File: src/rtl/i2cms_pkg.sv
`timescale 1ns / 1ps

package i2cms_pkg;

    localparam int FUNC_W    = 2;
    localparam int LEN_W     = 8;
    localparam int ADDR_W    = 7;
    localparam int FLAG_W    = 11;
    localparam int BYTE_W    = 8;
    localparam int ACT_W     = 3;
    localparam int VAL_W     = 8;
    localparam int CFG_IDX_W = 1;
    localparam int CFG_DAT_W = 1;

    localparam int MAX_LEN     = 255;
    localparam int NSLOT       = 12;
    localparam int QUEUE_DEPTH = 2;
    localparam int NUM_ERR     = 5;

    localparam logic [FUNC_W-1:0] FN_WRITE = 2'd0;
    localparam logic [FUNC_W-1:0] FN_READ  = 2'd1;
    localparam logic [FUNC_W-1:0] FN_EVENT = 2'd2;
    localparam logic [FUNC_W-1:0] FN_ERROR = 2'd3;

    localparam logic [CFG_IDX_W-1:0] CFG_ACK_CONTROL = 1'b0;
    localparam logic [CFG_IDX_W-1:0] CFG_SLAVE_IRQ   = 1'b1;

    // status flag bit positions
    localparam int F_SB   = 0;
    localparam int F_ADDR = 1;
    localparam int F_BTF  = 2;
    localparam int F_STOP = 3;
    localparam int F_TXE  = 4;
    localparam int F_RXNE = 5;
    localparam int F_BERR = 6;

    localparam logic [VAL_W-1:0] N_TX_DONE = 8'd0;
    localparam logic [VAL_W-1:0] N_RX_DONE = 8'd1;
    localparam logic [VAL_W-1:0] N_STOPF   = 8'd2;
    localparam logic [VAL_W-1:0] N_BERR    = 8'd3;
    localparam logic [VAL_W-1:0] N_SLV_REQ = 8'd8;
    localparam logic [VAL_W-1:0] N_SLV_RX  = 8'd9;

    localparam logic [VAL_W-1:0] ST_CODE_READY = 8'd0;
    localparam logic [VAL_W-1:0] ST_CODE_RX    = 8'd1;
    localparam logic [VAL_W-1:0] ST_CODE_TX    = 8'd2;

    typedef enum logic [ACT_W-1:0] {
        A_STATUS  = 3'd0,
        A_START   = 3'd1,
        A_WRITE   = 3'd2,
        A_CLRADDR = 3'd3,
        A_ACK     = 3'd4,
        A_STOP    = 3'd5,
        A_STORE   = 3'd6,
        A_NOTIFY  = 3'd7
    } action_e;

    typedef enum logic [2:0] {
        XS_READY = 3'b001,
        XS_RX    = 3'b010,
        XS_TX    = 3'b100
    } xfer_e;

    typedef struct packed {
        action_e          action;
        logic [VAL_W-1:0] value;
    } slot_t;

    typedef struct packed {
        logic [NSLOT-1:0] valid;
        slot_t [NSLOT-1:0] slot;
    } batch_t;

    typedef struct packed {
        logic full;
        logic empty;
    } q_stat_t;

    function automatic slot_t mk_slot(action_e a, logic [VAL_W-1:0] v);
        slot_t s;
        s.action = a;
        s.value  = v;
        return s;
    endfunction

    function automatic logic [VAL_W-1:0] status_code(xfer_e x);
        logic [VAL_W-1:0] c;
        case (x)
            XS_RX:   c = ST_CODE_RX;
            XS_TX:   c = ST_CODE_TX;
            default: c = ST_CODE_READY;
        endcase
        return c;
    endfunction

endpackage

File: src/rtl/i2cms_if.sv
`timescale 1ns / 1ps

interface i2cms_req_if;
    logic                             valid;
    logic                             ready;
    logic [i2cms_pkg::FUNC_W-1:0]     func;
    logic [i2cms_pkg::LEN_W-1:0]      length;
    logic [i2cms_pkg::ADDR_W-1:0]     slave_addr;
    logic                             repeated_start;
    logic [i2cms_pkg::FLAG_W-1:0]     status_flags;
    logic                             master_mode;
    logic                             transmitter;
    logic [i2cms_pkg::BYTE_W-1:0]     tx_byte;
    logic [i2cms_pkg::BYTE_W-1:0]     rx_byte;

    modport source (
        output valid, func, length, slave_addr, repeated_start, status_flags,
               master_mode, transmitter, tx_byte, rx_byte,
        input  ready
    );
    modport sink (
        input  valid, func, length, slave_addr, repeated_start, status_flags,
               master_mode, transmitter, tx_byte, rx_byte,
        output ready
    );
endinterface

interface i2cms_rsp_if;
    logic                             valid;
    logic                             ready;
    logic [i2cms_pkg::ACT_W-1:0]      action;
    logic [i2cms_pkg::VAL_W-1:0]      value;
    logic                             last;

    modport source (output valid, action, value, last, input ready);
    modport sink (input valid, action, value, last, output ready);
endinterface

interface i2cms_cfg_if;
    logic                             valid;
    logic                             ready;
    logic [i2cms_pkg::CFG_IDX_W-1:0]  index;
    logic [i2cms_pkg::CFG_DAT_W-1:0]  data;

    modport source (output valid, index, data, input ready);
    modport sink (input valid, index, data, output ready);
endinterface

File: src/rtl/i2cms_front.sv
`timescale 1ns / 1ps

module i2cms_front (
    input  logic               clk,
    input  logic               rst_n,
    i2cms_req_if.sink          req,
    i2cms_cfg_if.sink          cfg,
    input  i2cms_pkg::q_stat_t qstat,
    output logic               push,
    output i2cms_pkg::batch_t  push_data
);
    import i2cms_pkg::*;

    xfer_e              xfer_reg, xfer_next, xfer_mid;
    logic [LEN_W-1:0]   tx_rem_reg, tx_rem_next;
    logic [LEN_W-1:0]   rx_rem_reg, rx_rem_next, rx_rem_dec;
    logic [LEN_W-1:0]   rx_total_reg, rx_total_next;
    logic [ADDR_W-1:0]  addr_reg, addr_next;
    logic               hold_reg, hold_next;
    logic               ev_on_reg, ev_on_next;
    logic               buf_on_reg, buf_on_next;
    logic               err_on_reg, err_on_next;
    logic               ack_ctl_reg;
    logic               slv_irq_reg;

    logic               ev_en, buf_en, err_en;
    logic               btf_close;
    logic [LEN_W-1:0]   len_sat;
    logic               accept;
    batch_t             batch;

    assign req.ready = !qstat.full;
    assign cfg.ready = 1'b1;
    assign accept    = req.valid && req.ready;
    assign push      = accept && (batch.valid != '0);
    assign push_data = batch;

    assign ev_en  = ev_on_reg || slv_irq_reg;
    assign buf_en = buf_on_reg || slv_irq_reg;
    assign err_en = err_on_reg || slv_irq_reg;

    always_comb
    begin
        xfer_next     = xfer_reg;
        tx_rem_next   = tx_rem_reg;
        rx_rem_next   = rx_rem_reg;
        rx_total_next = rx_total_reg;
        addr_next     = addr_reg;
        hold_next     = hold_reg;
        ev_on_next    = ev_on_reg;
        buf_on_next   = buf_on_reg;
        err_on_next   = err_on_reg;
        batch         = '0;
        xfer_mid      = xfer_reg;
        btf_close     = 1'b0;
        rx_rem_dec    = rx_rem_reg;
        if (32'(req.length) > MAX_LEN)
        begin
            len_sat = LEN_W'(MAX_LEN);
        end
        else
        begin
            len_sat = req.length;
        end

        case (req.func)
            FN_WRITE, FN_READ:
            begin
                batch.valid[0] = 1'b1;
                batch.slot[0]  = mk_slot(A_STATUS, status_code(xfer_reg));
                if (xfer_reg != XS_RX && xfer_reg != XS_TX)
                begin
                    if (req.func == FN_READ)
                    begin
                        rx_rem_next   = len_sat;
                        rx_total_next = len_sat;
                        xfer_next     = XS_RX;
                    end
                    else
                    begin
                        tx_rem_next = len_sat;
                        xfer_next   = XS_TX;
                    end
                    addr_next      = req.slave_addr;
                    hold_next      = req.repeated_start;
                    batch.valid[1] = 1'b1;
                    batch.slot[1]  = mk_slot(A_START, '0);
                    ev_on_next     = 1'b1;
                    buf_on_next    = 1'b1;
                    err_on_next    = 1'b1;
                end
            end
            FN_EVENT:
            begin
                // start bit sent: address byte with direction
                if (ev_en && req.status_flags[F_SB])
                begin
                    if (xfer_reg == XS_TX)
                    begin
                        batch.valid[0] = 1'b1;
                        batch.slot[0]  = mk_slot(A_WRITE, {addr_reg, 1'b0});
                    end
                    else if (xfer_reg == XS_RX)
                    begin
                        batch.valid[0] = 1'b1;
                        batch.slot[0]  = mk_slot(A_WRITE, {addr_reg, 1'b1});
                    end
                end
                if (ev_en && req.status_flags[F_ADDR])
                begin
                    if (req.master_mode && xfer_reg == XS_RX && rx_total_reg == LEN_W'(1))
                    begin
                        batch.valid[1] = 1'b1;
                        batch.slot[1]  = mk_slot(A_ACK, '0);
                    end
                    batch.valid[2] = 1'b1;
                    batch.slot[2]  = mk_slot(A_CLRADDR, '0);
                end
                // write finished
                btf_close = ev_en && req.status_flags[F_BTF] && xfer_reg == XS_TX
                            && req.status_flags[F_TXE] && tx_rem_reg == '0;
                if (btf_close)
                begin
                    batch.valid[3] = !hold_reg;
                    batch.slot[3]  = mk_slot(A_STOP, '0);
                    batch.valid[4] = 1'b1;
                    batch.slot[4]  = mk_slot(A_NOTIFY, N_TX_DONE);
                    ev_on_next     = 1'b0;
                    buf_on_next    = 1'b0;
                    xfer_next      = XS_READY;
                    xfer_mid       = XS_READY;
                    tx_rem_next    = '0;
                end
                if (ev_en && req.status_flags[F_STOP])
                begin
                    batch.valid[5] = 1'b1;
                    batch.slot[5]  = mk_slot(A_NOTIFY, N_STOPF);
                end
                if (ev_en && buf_en && req.status_flags[F_TXE])
                begin
                    if (req.master_mode)
                    begin
                        if (xfer_mid == XS_TX && tx_rem_reg != '0)
                        begin
                            batch.valid[6] = 1'b1;
                            batch.slot[6]  = mk_slot(A_WRITE, req.tx_byte);
                            tx_rem_next    = tx_rem_reg - LEN_W'(1);
                        end
                    end
                    else if (req.transmitter)
                    begin
                        batch.valid[6] = 1'b1;
                        batch.slot[6]  = mk_slot(A_NOTIFY, N_SLV_REQ);
                    end
                end
                if (ev_en && buf_en && req.status_flags[F_RXNE])
                begin
                    if (req.master_mode)
                    begin
                        if (xfer_mid == XS_RX)
                        begin
                            if (rx_total_reg > LEN_W'(1) && rx_rem_reg == LEN_W'(2))
                            begin
                                batch.valid[7] = 1'b1;
                                batch.slot[7]  = mk_slot(A_ACK, '0);
                            end
                            if (rx_total_reg != '0)
                            begin
                                batch.valid[8] = 1'b1;
                                batch.slot[8]  = mk_slot(A_STORE, req.rx_byte);
                                rx_rem_dec     = rx_rem_reg - LEN_W'(1);
                            end
                            rx_rem_next = rx_rem_dec;
                            if (rx_rem_dec == '0)
                            begin
                                batch.valid[9]  = !hold_reg;
                                batch.slot[9]   = mk_slot(A_STOP, '0);
                                batch.valid[10] = ack_ctl_reg;
                                batch.slot[10]  = mk_slot(A_ACK, VAL_W'(1));
                                batch.valid[11] = 1'b1;
                                batch.slot[11]  = mk_slot(A_NOTIFY, N_RX_DONE);
                                ev_on_next      = 1'b0;
                                buf_on_next     = 1'b0;
                                xfer_next       = XS_READY;
                                rx_rem_next     = '0;
                                rx_total_next   = '0;
                            end
                        end
                    end
                    else if (!req.transmitter)
                    begin
                        batch.valid[8] = 1'b1;
                        batch.slot[8]  = mk_slot(A_NOTIFY, N_SLV_RX);
                    end
                end
            end
            FN_ERROR:
            begin
                if (err_en)
                begin
                    for (int i = 0; i < NUM_ERR; i++)
                    begin
                        batch.valid[i] = req.status_flags[F_BERR + i];
                        batch.slot[i]  = mk_slot(A_NOTIFY, N_BERR + VAL_W'(i));
                    end
                end
            end
            default:
            begin
                batch = '0;
            end
        endcase
    end

    always_ff @(posedge clk or negedge rst_n)
    begin
        if (!rst_n)
        begin
            xfer_reg     <= XS_READY;
            tx_rem_reg   <= '0;
            rx_rem_reg   <= '0;
            rx_total_reg <= '0;
            addr_reg     <= '0;
            hold_reg     <= 1'b0;
            ev_on_reg    <= 1'b0;
            buf_on_reg   <= 1'b0;
            err_on_reg   <= 1'b0;
            ack_ctl_reg  <= 1'b1;
            slv_irq_reg  <= 1'b0;
        end
        else
        begin
            if (accept)
            begin
                xfer_reg     <= xfer_next;
                tx_rem_reg   <= tx_rem_next;
                rx_rem_reg   <= rx_rem_next;
                rx_total_reg <= rx_total_next;
                addr_reg     <= addr_next;
                hold_reg     <= hold_next;
                ev_on_reg    <= ev_on_next;
                buf_on_reg   <= buf_on_next;
                err_on_reg   <= err_on_next;
            end
            if (cfg.valid && cfg.ready)
            begin
                case (cfg.index)
                    CFG_ACK_CONTROL: ack_ctl_reg <= cfg.data[0];
                    CFG_SLAVE_IRQ:   slv_irq_reg <= cfg.data[0];
                    default:         ack_ctl_reg <= ack_ctl_reg;
                endcase
            end
        end
    end

endmodule

File: src/rtl/i2cms_queue.sv
`timescale 1ns / 1ps

module i2cms_queue #(
    parameter int DEPTH = i2cms_pkg::QUEUE_DEPTH
) (
    input  logic               clk,
    input  logic               rst_n,
    input  logic               push,
    input  i2cms_pkg::batch_t  push_data,
    input  logic               pop,
    output i2cms_pkg::batch_t  head,
    output i2cms_pkg::q_stat_t stat
);
    import i2cms_pkg::*;

    localparam int AW = (DEPTH > 1) ? $clog2(DEPTH) : 1;
    localparam int CW = $clog2(DEPTH + 1);

    batch_t          mem [DEPTH];
    logic [AW-1:0]   wr_ptr_reg, wr_ptr_next;
    logic [AW-1:0]   rd_ptr_reg, rd_ptr_next;
    logic [CW-1:0]   count_reg, count_next;

    function automatic logic [AW-1:0] ptr_inc(logic [AW-1:0] p);
        logic [AW-1:0] n;
        if (p == AW'(DEPTH - 1))
        begin
            n = '0;
        end
        else
        begin
            n = p + AW'(1);
        end
        return n;
    endfunction

    assign head       = mem[rd_ptr_reg];
    assign stat.full  = (count_reg == CW'(DEPTH));
    assign stat.empty = (count_reg == '0);

    always_comb
    begin
        wr_ptr_next = push ? ptr_inc(wr_ptr_reg) : wr_ptr_reg;
        rd_ptr_next = pop ? ptr_inc(rd_ptr_reg) : rd_ptr_reg;
        case ({push, pop})
            2'b10:   count_next = count_reg + CW'(1);
            2'b01:   count_next = count_reg - CW'(1);
            default: count_next = count_reg;
        endcase
    end

    always_ff @(posedge clk)
    begin
        if (push)
        begin
            mem[wr_ptr_reg] <= push_data;
        end
    end

    always_ff @(posedge clk or negedge rst_n)
    begin
        if (!rst_n)
        begin
            wr_ptr_reg <= '0;
            rd_ptr_reg <= '0;
            count_reg  <= '0;
        end
        else
        begin
            wr_ptr_reg <= wr_ptr_next;
            rd_ptr_reg <= rd_ptr_next;
            count_reg  <= count_next;
        end
    end

endmodule

File: src/rtl/i2cms_back.sv
`timescale 1ns / 1ps

module i2cms_back (
    input  logic               clk,
    input  logic               rst_n,
    input  i2cms_pkg::batch_t  head,
    input  i2cms_pkg::q_stat_t qstat,
    output logic               pop,
    i2cms_rsp_if.source        rsp
);
    import i2cms_pkg::*;

    logic [NSLOT-1:0]  sent_reg, sent_next;
    logic [NSLOT-1:0]  remaining, first_oh;
    slot_t             pick;
    logic              is_last;
    logic              load, emit;
    logic              valid_reg;
    action_e           action_reg;
    logic [VAL_W-1:0]  value_reg;
    logic              last_reg;

    // lowest pending slot of the head request
    assign remaining = head.valid & ~sent_reg;
    assign first_oh  = remaining & (~remaining + NSLOT'(1));
    assign is_last   = ((remaining & ~first_oh) == '0);

    always_comb
    begin
        pick = '0;
        for (int i = 0; i < NSLOT; i++)
        begin
            if (first_oh[i])
            begin
                pick = head.slot[i];
            end
        end
    end

    assign load = !valid_reg || rsp.ready;
    assign emit = load && !qstat.empty;
    assign pop  = emit && is_last;

    always_comb
    begin
        if (pop)
        begin
            sent_next = '0;
        end
        else if (emit)
        begin
            sent_next = sent_reg | first_oh;
        end
        else
        begin
            sent_next = sent_reg;
        end
    end

    always_ff @(posedge clk or negedge rst_n)
    begin
        if (!rst_n)
        begin
            sent_reg  <= '0;
            valid_reg <= 1'b0;
        end
        else
        begin
            sent_reg <= sent_next;
            if (load)
            begin
                valid_reg <= !qstat.empty;
            end
        end
    end

    always_ff @(posedge clk)
    begin
        if (emit)
        begin
            action_reg <= pick.action;
            value_reg  <= pick.value;
            last_reg   <= is_last;
        end
    end

    assign rsp.valid  = valid_reg;
    assign rsp.action = action_reg;
    assign rsp.value  = value_reg;
    assign rsp.last   = last_reg;

endmodule

File: src/rtl/i2c_master_irq_transfer_sequencer.sv
// channel  | dir | handshake     | contents
// req      | in  | valid / ready | func, length, slave_addr, repeated_start, flags, bytes
// rsp      | out | valid / ready | action, value, last
// cfg      | in  | valid / ready | index, data (ready always high)
//
// a request yields 0 to 12 results, one per cycle while rsp.ready is high
// the first result passes through the request queue and then the output register
// req.ready drops only while the request queue (QUEUE_DEPTH entries) is full
// rsp.ready low holds the current result; requests keep entering until the queue fills
// reset clears the transfer state; ack_control resets to 1, slave_irq_enable to 0
`timescale 1ns / 1ps

module i2c_master_irq_transfer_sequencer #(
    parameter int QUEUE_DEPTH = i2cms_pkg::QUEUE_DEPTH
) (
    input  logic        clk,
    input  logic        rst_n,
    i2cms_req_if.sink   req,
    i2cms_rsp_if.source rsp,
    i2cms_cfg_if.sink   cfg
);
    import i2cms_pkg::*;

    q_stat_t qstat;
    logic    push;
    logic    pop;
    batch_t  push_data;
    batch_t  head;

    i2cms_front u_front (
        .clk       (clk),
        .rst_n     (rst_n),
        .req       (req),
        .cfg       (cfg),
        .qstat     (qstat),
        .push      (push),
        .push_data (push_data)
    );

    i2cms_queue #(
        .DEPTH (QUEUE_DEPTH)
    ) u_queue (
        .clk       (clk),
        .rst_n     (rst_n),
        .push      (push),
        .push_data (push_data),
        .pop       (pop),
        .head      (head),
        .stat      (qstat)
    );

    i2cms_back u_back (
        .clk   (clk),
        .rst_n (rst_n),
        .head  (head),
        .qstat (qstat),
        .pop   (pop),
        .rsp   (rsp)
    );

endmodule

File: src/flat_wrapper.sv
// flat-port wrapper written by rule: the top's interface ports become plain ports
module i2c_master_irq_transfer_sequencer_flat import i2cms_pkg::*;
#(
    parameter int QUEUE_DEPTH = i2cms_pkg::QUEUE_DEPTH
)
  (clk, rst_n, req_valid, req_func, req_length, req_slave_addr, req_repeated_start, req_status_flags, req_master_mode, req_transmitter, req_tx_byte, req_rx_byte, req_ready, rsp_valid, rsp_action, rsp_value, rsp_last, rsp_ready, cfg_valid, cfg_index, cfg_data, cfg_ready);
  i2cms_req_if req_i ();
  i2cms_rsp_if rsp_i ();
  i2cms_cfg_if cfg_i ();
  input  logic clk;
  input  logic rst_n;
  input wire logic [$bits(req_i.valid)-1:0] req_valid;
  input wire logic [$bits(req_i.func)-1:0] req_func;
  input wire logic [$bits(req_i.length)-1:0] req_length;
  input wire logic [$bits(req_i.slave_addr)-1:0] req_slave_addr;
  input wire logic [$bits(req_i.repeated_start)-1:0] req_repeated_start;
  input wire logic [$bits(req_i.status_flags)-1:0] req_status_flags;
  input wire logic [$bits(req_i.master_mode)-1:0] req_master_mode;
  input wire logic [$bits(req_i.transmitter)-1:0] req_transmitter;
  input wire logic [$bits(req_i.tx_byte)-1:0] req_tx_byte;
  input wire logic [$bits(req_i.rx_byte)-1:0] req_rx_byte;
  output wire logic [$bits(req_i.ready)-1:0] req_ready;
  output wire logic [$bits(rsp_i.valid)-1:0] rsp_valid;
  output wire logic [$bits(rsp_i.action)-1:0] rsp_action;
  output wire logic [$bits(rsp_i.value)-1:0] rsp_value;
  output wire logic [$bits(rsp_i.last)-1:0] rsp_last;
  input wire logic [$bits(rsp_i.ready)-1:0] rsp_ready;
  input wire logic [$bits(cfg_i.valid)-1:0] cfg_valid;
  input wire logic [$bits(cfg_i.index)-1:0] cfg_index;
  input wire logic [$bits(cfg_i.data)-1:0] cfg_data;
  output wire logic [$bits(cfg_i.ready)-1:0] cfg_ready;
  assign req_i.valid = req_valid;
  assign req_i.func = req_func;
  assign req_i.length = req_length;
  assign req_i.slave_addr = req_slave_addr;
  assign req_i.repeated_start = req_repeated_start;
  assign req_i.status_flags = req_status_flags;
  assign req_i.master_mode = req_master_mode;
  assign req_i.transmitter = req_transmitter;
  assign req_i.tx_byte = req_tx_byte;
  assign req_i.rx_byte = req_rx_byte;
  assign req_ready = req_i.ready;
  assign rsp_valid = rsp_i.valid;
  assign rsp_action = rsp_i.action;
  assign rsp_value = rsp_i.value;
  assign rsp_last = rsp_i.last;
  assign rsp_i.ready = rsp_ready;
  assign cfg_i.valid = cfg_valid;
  assign cfg_i.index = cfg_index;
  assign cfg_i.data = cfg_data;
  assign cfg_ready = cfg_i.ready;
  i2c_master_irq_transfer_sequencer #(.QUEUE_DEPTH(QUEUE_DEPTH)) u_core (.clk(clk), .rst_n(rst_n), .req(req_i), .rsp(rsp_i), .cfg(cfg_i));
endmodule
File: config.mk
export PLATFORM = sky130hd
export DESIGN_NAME = i2c_master_irq_transfer_sequencer_flat
export DESIGN_NICKNAME = d
export VERILOG_FILES = /design/src/rtl/i2cms_pkg.sv /design/src/rtl/i2cms_if.sv /design/src/rtl/i2cms_front.sv /design/src/rtl/i2cms_queue.sv /design/src/rtl/i2cms_back.sv /design/src/rtl/i2c_master_irq_transfer_sequencer.sv /design/src/flat_wrapper.sv
export SDC_FILE = /design/constraint.sdc
export NUM_CORES = 1
export LEC_CHECK = 0
export BUFFER_PORTS_ARGS = -buffer_cell sky130_fd_sc_hd__buf_4
export CORE_MARGIN = 1.5
export CORE_UTILIZATION = 60
export CTS_CLUSTER_SIZE = 40
export DETAILED_ROUTE_END_ITERATION = 10
export PLACE_DENSITY_LB_ADDON = 0.05
export SETUP_SLACK_MARGIN = 0.1
export SLEW_MARGIN = 20
export SYNTH_ARGS = -nofsm -noshare
export SYNTH_HDL_FRONTEND = slang
export SYNTH_SLANG_ARGS = --single-unit
export TNS_END_PERCENT = 100
File: constraint.sdc
create_clock -name clk -period 5.4 [get_ports clk]
set_input_delay 0.27 -clock clk [delete_from_list [all_inputs] [get_ports clk]]
set_output_delay 0.27 -clock clk [all_outputs]
set_load 0.1 [all_outputs]
==> flow_summary_export.csv <==
group,metric,value,unit
outcome,outcome,"complete, no violations",
clock_network,clock-sinks,157,
routing,drtAntennaViolNets,0,
worst_setup_path,path_max_fanout,23,
pwr,leakage,3.59,nW
routing,drt_iter0_drc,462,
layout,final_cell_mix,"edfxtp_1, buf_4, nand2_1, dfrtp_1, nor2_1",
synth,ys_ff_latch,157,
layout,fin_nets,778,
layout,n_antenna_cell,0,
synth,yosysWarnings,0,
layout,area_delta_synth_final,16.6,%
routing,route.detailed.drc,0,
timing,final_max_slew_viol_count,0,
run,max-cap-violations,0,
timing,period_needed,3930,ps
clock_network,clockBufferDepth,2,
synth,syn_nets,703,
worst_setup_path,cp_num_cells,8,
placed_design,place_congestion,0.925,
floorplanning,pin_count,69,
grt,track_usage,28.7,%
synth,synth.distinct_cells,75,
timing,max_freq,255,MHz
clock_network,clk_latency,420,ps
worst_setup_path,startpoint_type,"flop",
clock_network,cts.repair.resized,0,
synth,postSynthCellCount,644,
floorplanning,start_util,62.1,%
floorplanning,die_area,13300,µm²
synth,synth_edf_count,100,
grt,overflow,0,
timing,relSlewSlack,35.0,%
timing,worst_pin_slew,975,ps
routing,wirelength,18000,µm
synth,asyncSetResetFlopFracSynth,36.3,%
worst_setup_path,critPathTopFamily,"simple AND/OR/NAND/NOR gates",
routing,post_drt_via_cell_ratio,6.11,
synth,synth-main-ff-cell,"edfxtp_1",
grt,grt_max_degree,58,
floorplanning,rows,40,
routing,first_pass_iters,5,
timing,skew,7.09,ps
layout,drive_gt1_share,20.6,%
timing,final-hold-violation-count,0,
routing,dr_total_vias,5499,
placed_design,hpwl,13200,µm
worst_setup_path,r2r_cells,8,
clock_network,path_clk_slew,60,ps
timing,setup_tns,0,ps
timing,setup_viol,0,
grt,grt_pass1_vias,5395,
clock_network,cts_tree,"done",
synth,ys_seq_area_share,58.7,%
synth,postSynthAreaPerCell,11.7,µm²
floorplanning,coreArea,12200,µm²
layout,largest_reg_flops,88,
clock_network,numCtsBuffers,17,
pwr,vdd_drop_max,0.416,mV
pwr,power.density,601,nW/µm²
timing,rsz0062_at_grt,"false",
routing,wl_per_cell,20.0,µm
worst_setup_path,arrival,4040,ps
worst_setup_path,slowest_delay,580,ps
worst_setup_path,cp_slowest_cell,"nor3_1",
hold_path,min_path_type,"primary input to flop",
layout,final_common_cell,"edfxtp_1",
floorplanning,fp.dieH,115,µm
worst_setup_path,end_kind,"flop",
grt,antenna_found_initial,0,
worst_setup_path,path_buf_inv,1,
synth,syn-cell-area,7550,µm²
pwr,total_power,0.00529,W
clock_network,cts_root_buf,"clkbuf_16",
placed_design,port_buffers,67,
clock_network,cts.htree.levels,4,
layout,fillers,899,
floorplanning,die_x,115,µm
worst_setup_path,required,5510,ps
worst_setup_path,path_cells,"or4_4 > nor3_1 > mux2_2 > nor4_2 > nand2_1 > a31o_2 > nor2_4 > buf_4",
worst_setup_path,path_class,"flop to flop",
timing,fin_crit_sh,72.7,%
grt,grt_pass1_wl,28400,µm
hold_path,min_path_cells,2,
through the flow:
step | utilization [%] | hold WS (ps) | std cells | worst slack (ps) | area [µm²]
3_5_place_dp | 67.7 | 381 | 867 | 1470 | 8240
3_3_place_gp | 67.7 | 364 | 867 | 1610 | 8240
6_report | 72.4 | 76.3 | 900 | 1470 | 8800
5_1_grt | 72.4 | 76.7 | 900 | 1280 | 8800
4_1_cts | 72.4 | 72.2 | 900 | 1470 | 8800
2_1_floorplan | - | -25.6 | 644 | 724 | 7550
Yosys cell counts (all sizes together), types with 16 or more instances:
cell type	count	area, µm²
a21oi	27	135
dfrtp	55	1380
edfxtp	100	3000
o21ai	36	180
nand2	64	240
clkbuf	16	61.3
and3	18	113
nor3	23	120
nor2	52	195
mux2i	35	363
mux2	23	263
inv	24	90.1
worst register-to-register path, cell delays in order (launching register included):
cell	delay (ps)
dfrtp_1	380
or4_4	560
nor3_1	580
mux2_2	440
nor4_2	340
nand2_1	120
a31o_2	330
nor2_4	530
buf_4	340
area by class of cell:
cell class / instances / area (µm²) / area share (%)
clock buffer: 19 / 433 / 4.92
clock inverter: 13 / 123 / 1.39
inverter: 24 / 90.1 / 1.02
multi-input combinational: 440 / 2920 / 33.2
sequential: 157 / 4430 / 50.3
tap: 168 / 210 / 2.39
timing repair buffer: 79 / 596 / 6.76
power breakdown:
| part | switching [W] | internal, W | total (W) |
|---|---|---|---|
| clock network | 0.000457 | 0.000673 | 0.00113 |
| logic | 0.00137 | 0.000752 | 0.00212 |
| registers | 0.000299 | 0.00174 | 0.00204 |
| total | 0.00213 | 0.00316 | 0.00529 |
path summary, 6_finish.rpt:
check / from / endpoint / slack, ps
min: rsp_ready / u_core.u_back.rsp.valid$_DFFE_PN0P_ / 80
max: u_core.u_front.rx_total_reg[5]$_DFFE_PN0P_ / u_core.u_queue.mem[1][19]$_DFFE_PP_ / 1470
min in group asynchronous: rst_n / u_core.u_back.sent_reg[11]$_DFFE_PN0P_ / 460
min reg2reg: u_core.u_front.rx_total_reg[2]$_DFFE_PN0P_ / u_core.u_front.rx_total_reg[2]$_DFFE_PN0P_ / 490
max in group asynchronous: rst_n / u_core.u_queue.rd_ptr_reg$_DFFE_PN0P_ / 4420
max reg2reg: u_core.u_front.rx_total_reg[5]$_DFFE_PN0P_ / u_core.u_queue.mem[1][19]$_DFFE_PP_ / 1470
repair_timing:
item | in CTS | in global routing
endpoints found under the hold margin | 55 | 0
hold buffers | 1 | 0
setup buffers | 0 | 0
routing by layer:
metal	up-vias	part of all wire, %	track usage (%)
met3	37	5.9	6.33
met4	0	2.1	9.30
met5	-	0	0
met1	2685	42	37.3
li1	2553	-	-
met2	224	50	48.3
kinds of logic after synthesis:
family                     Yosys count  share of synthesized area [%]
AOI/OAI and AO/OA                  135                           12.9
xor gates and xnor gates             7                          0.812
adders and majority gates            6                          0.961
buffers and inverters               47                           2.88
DFF                                157                           58.7
muxes                               58                           8.29
other                                1                         0.0497
and+or+nand+nor                    233                           15.4
Power figures use the tool's default switching activity.
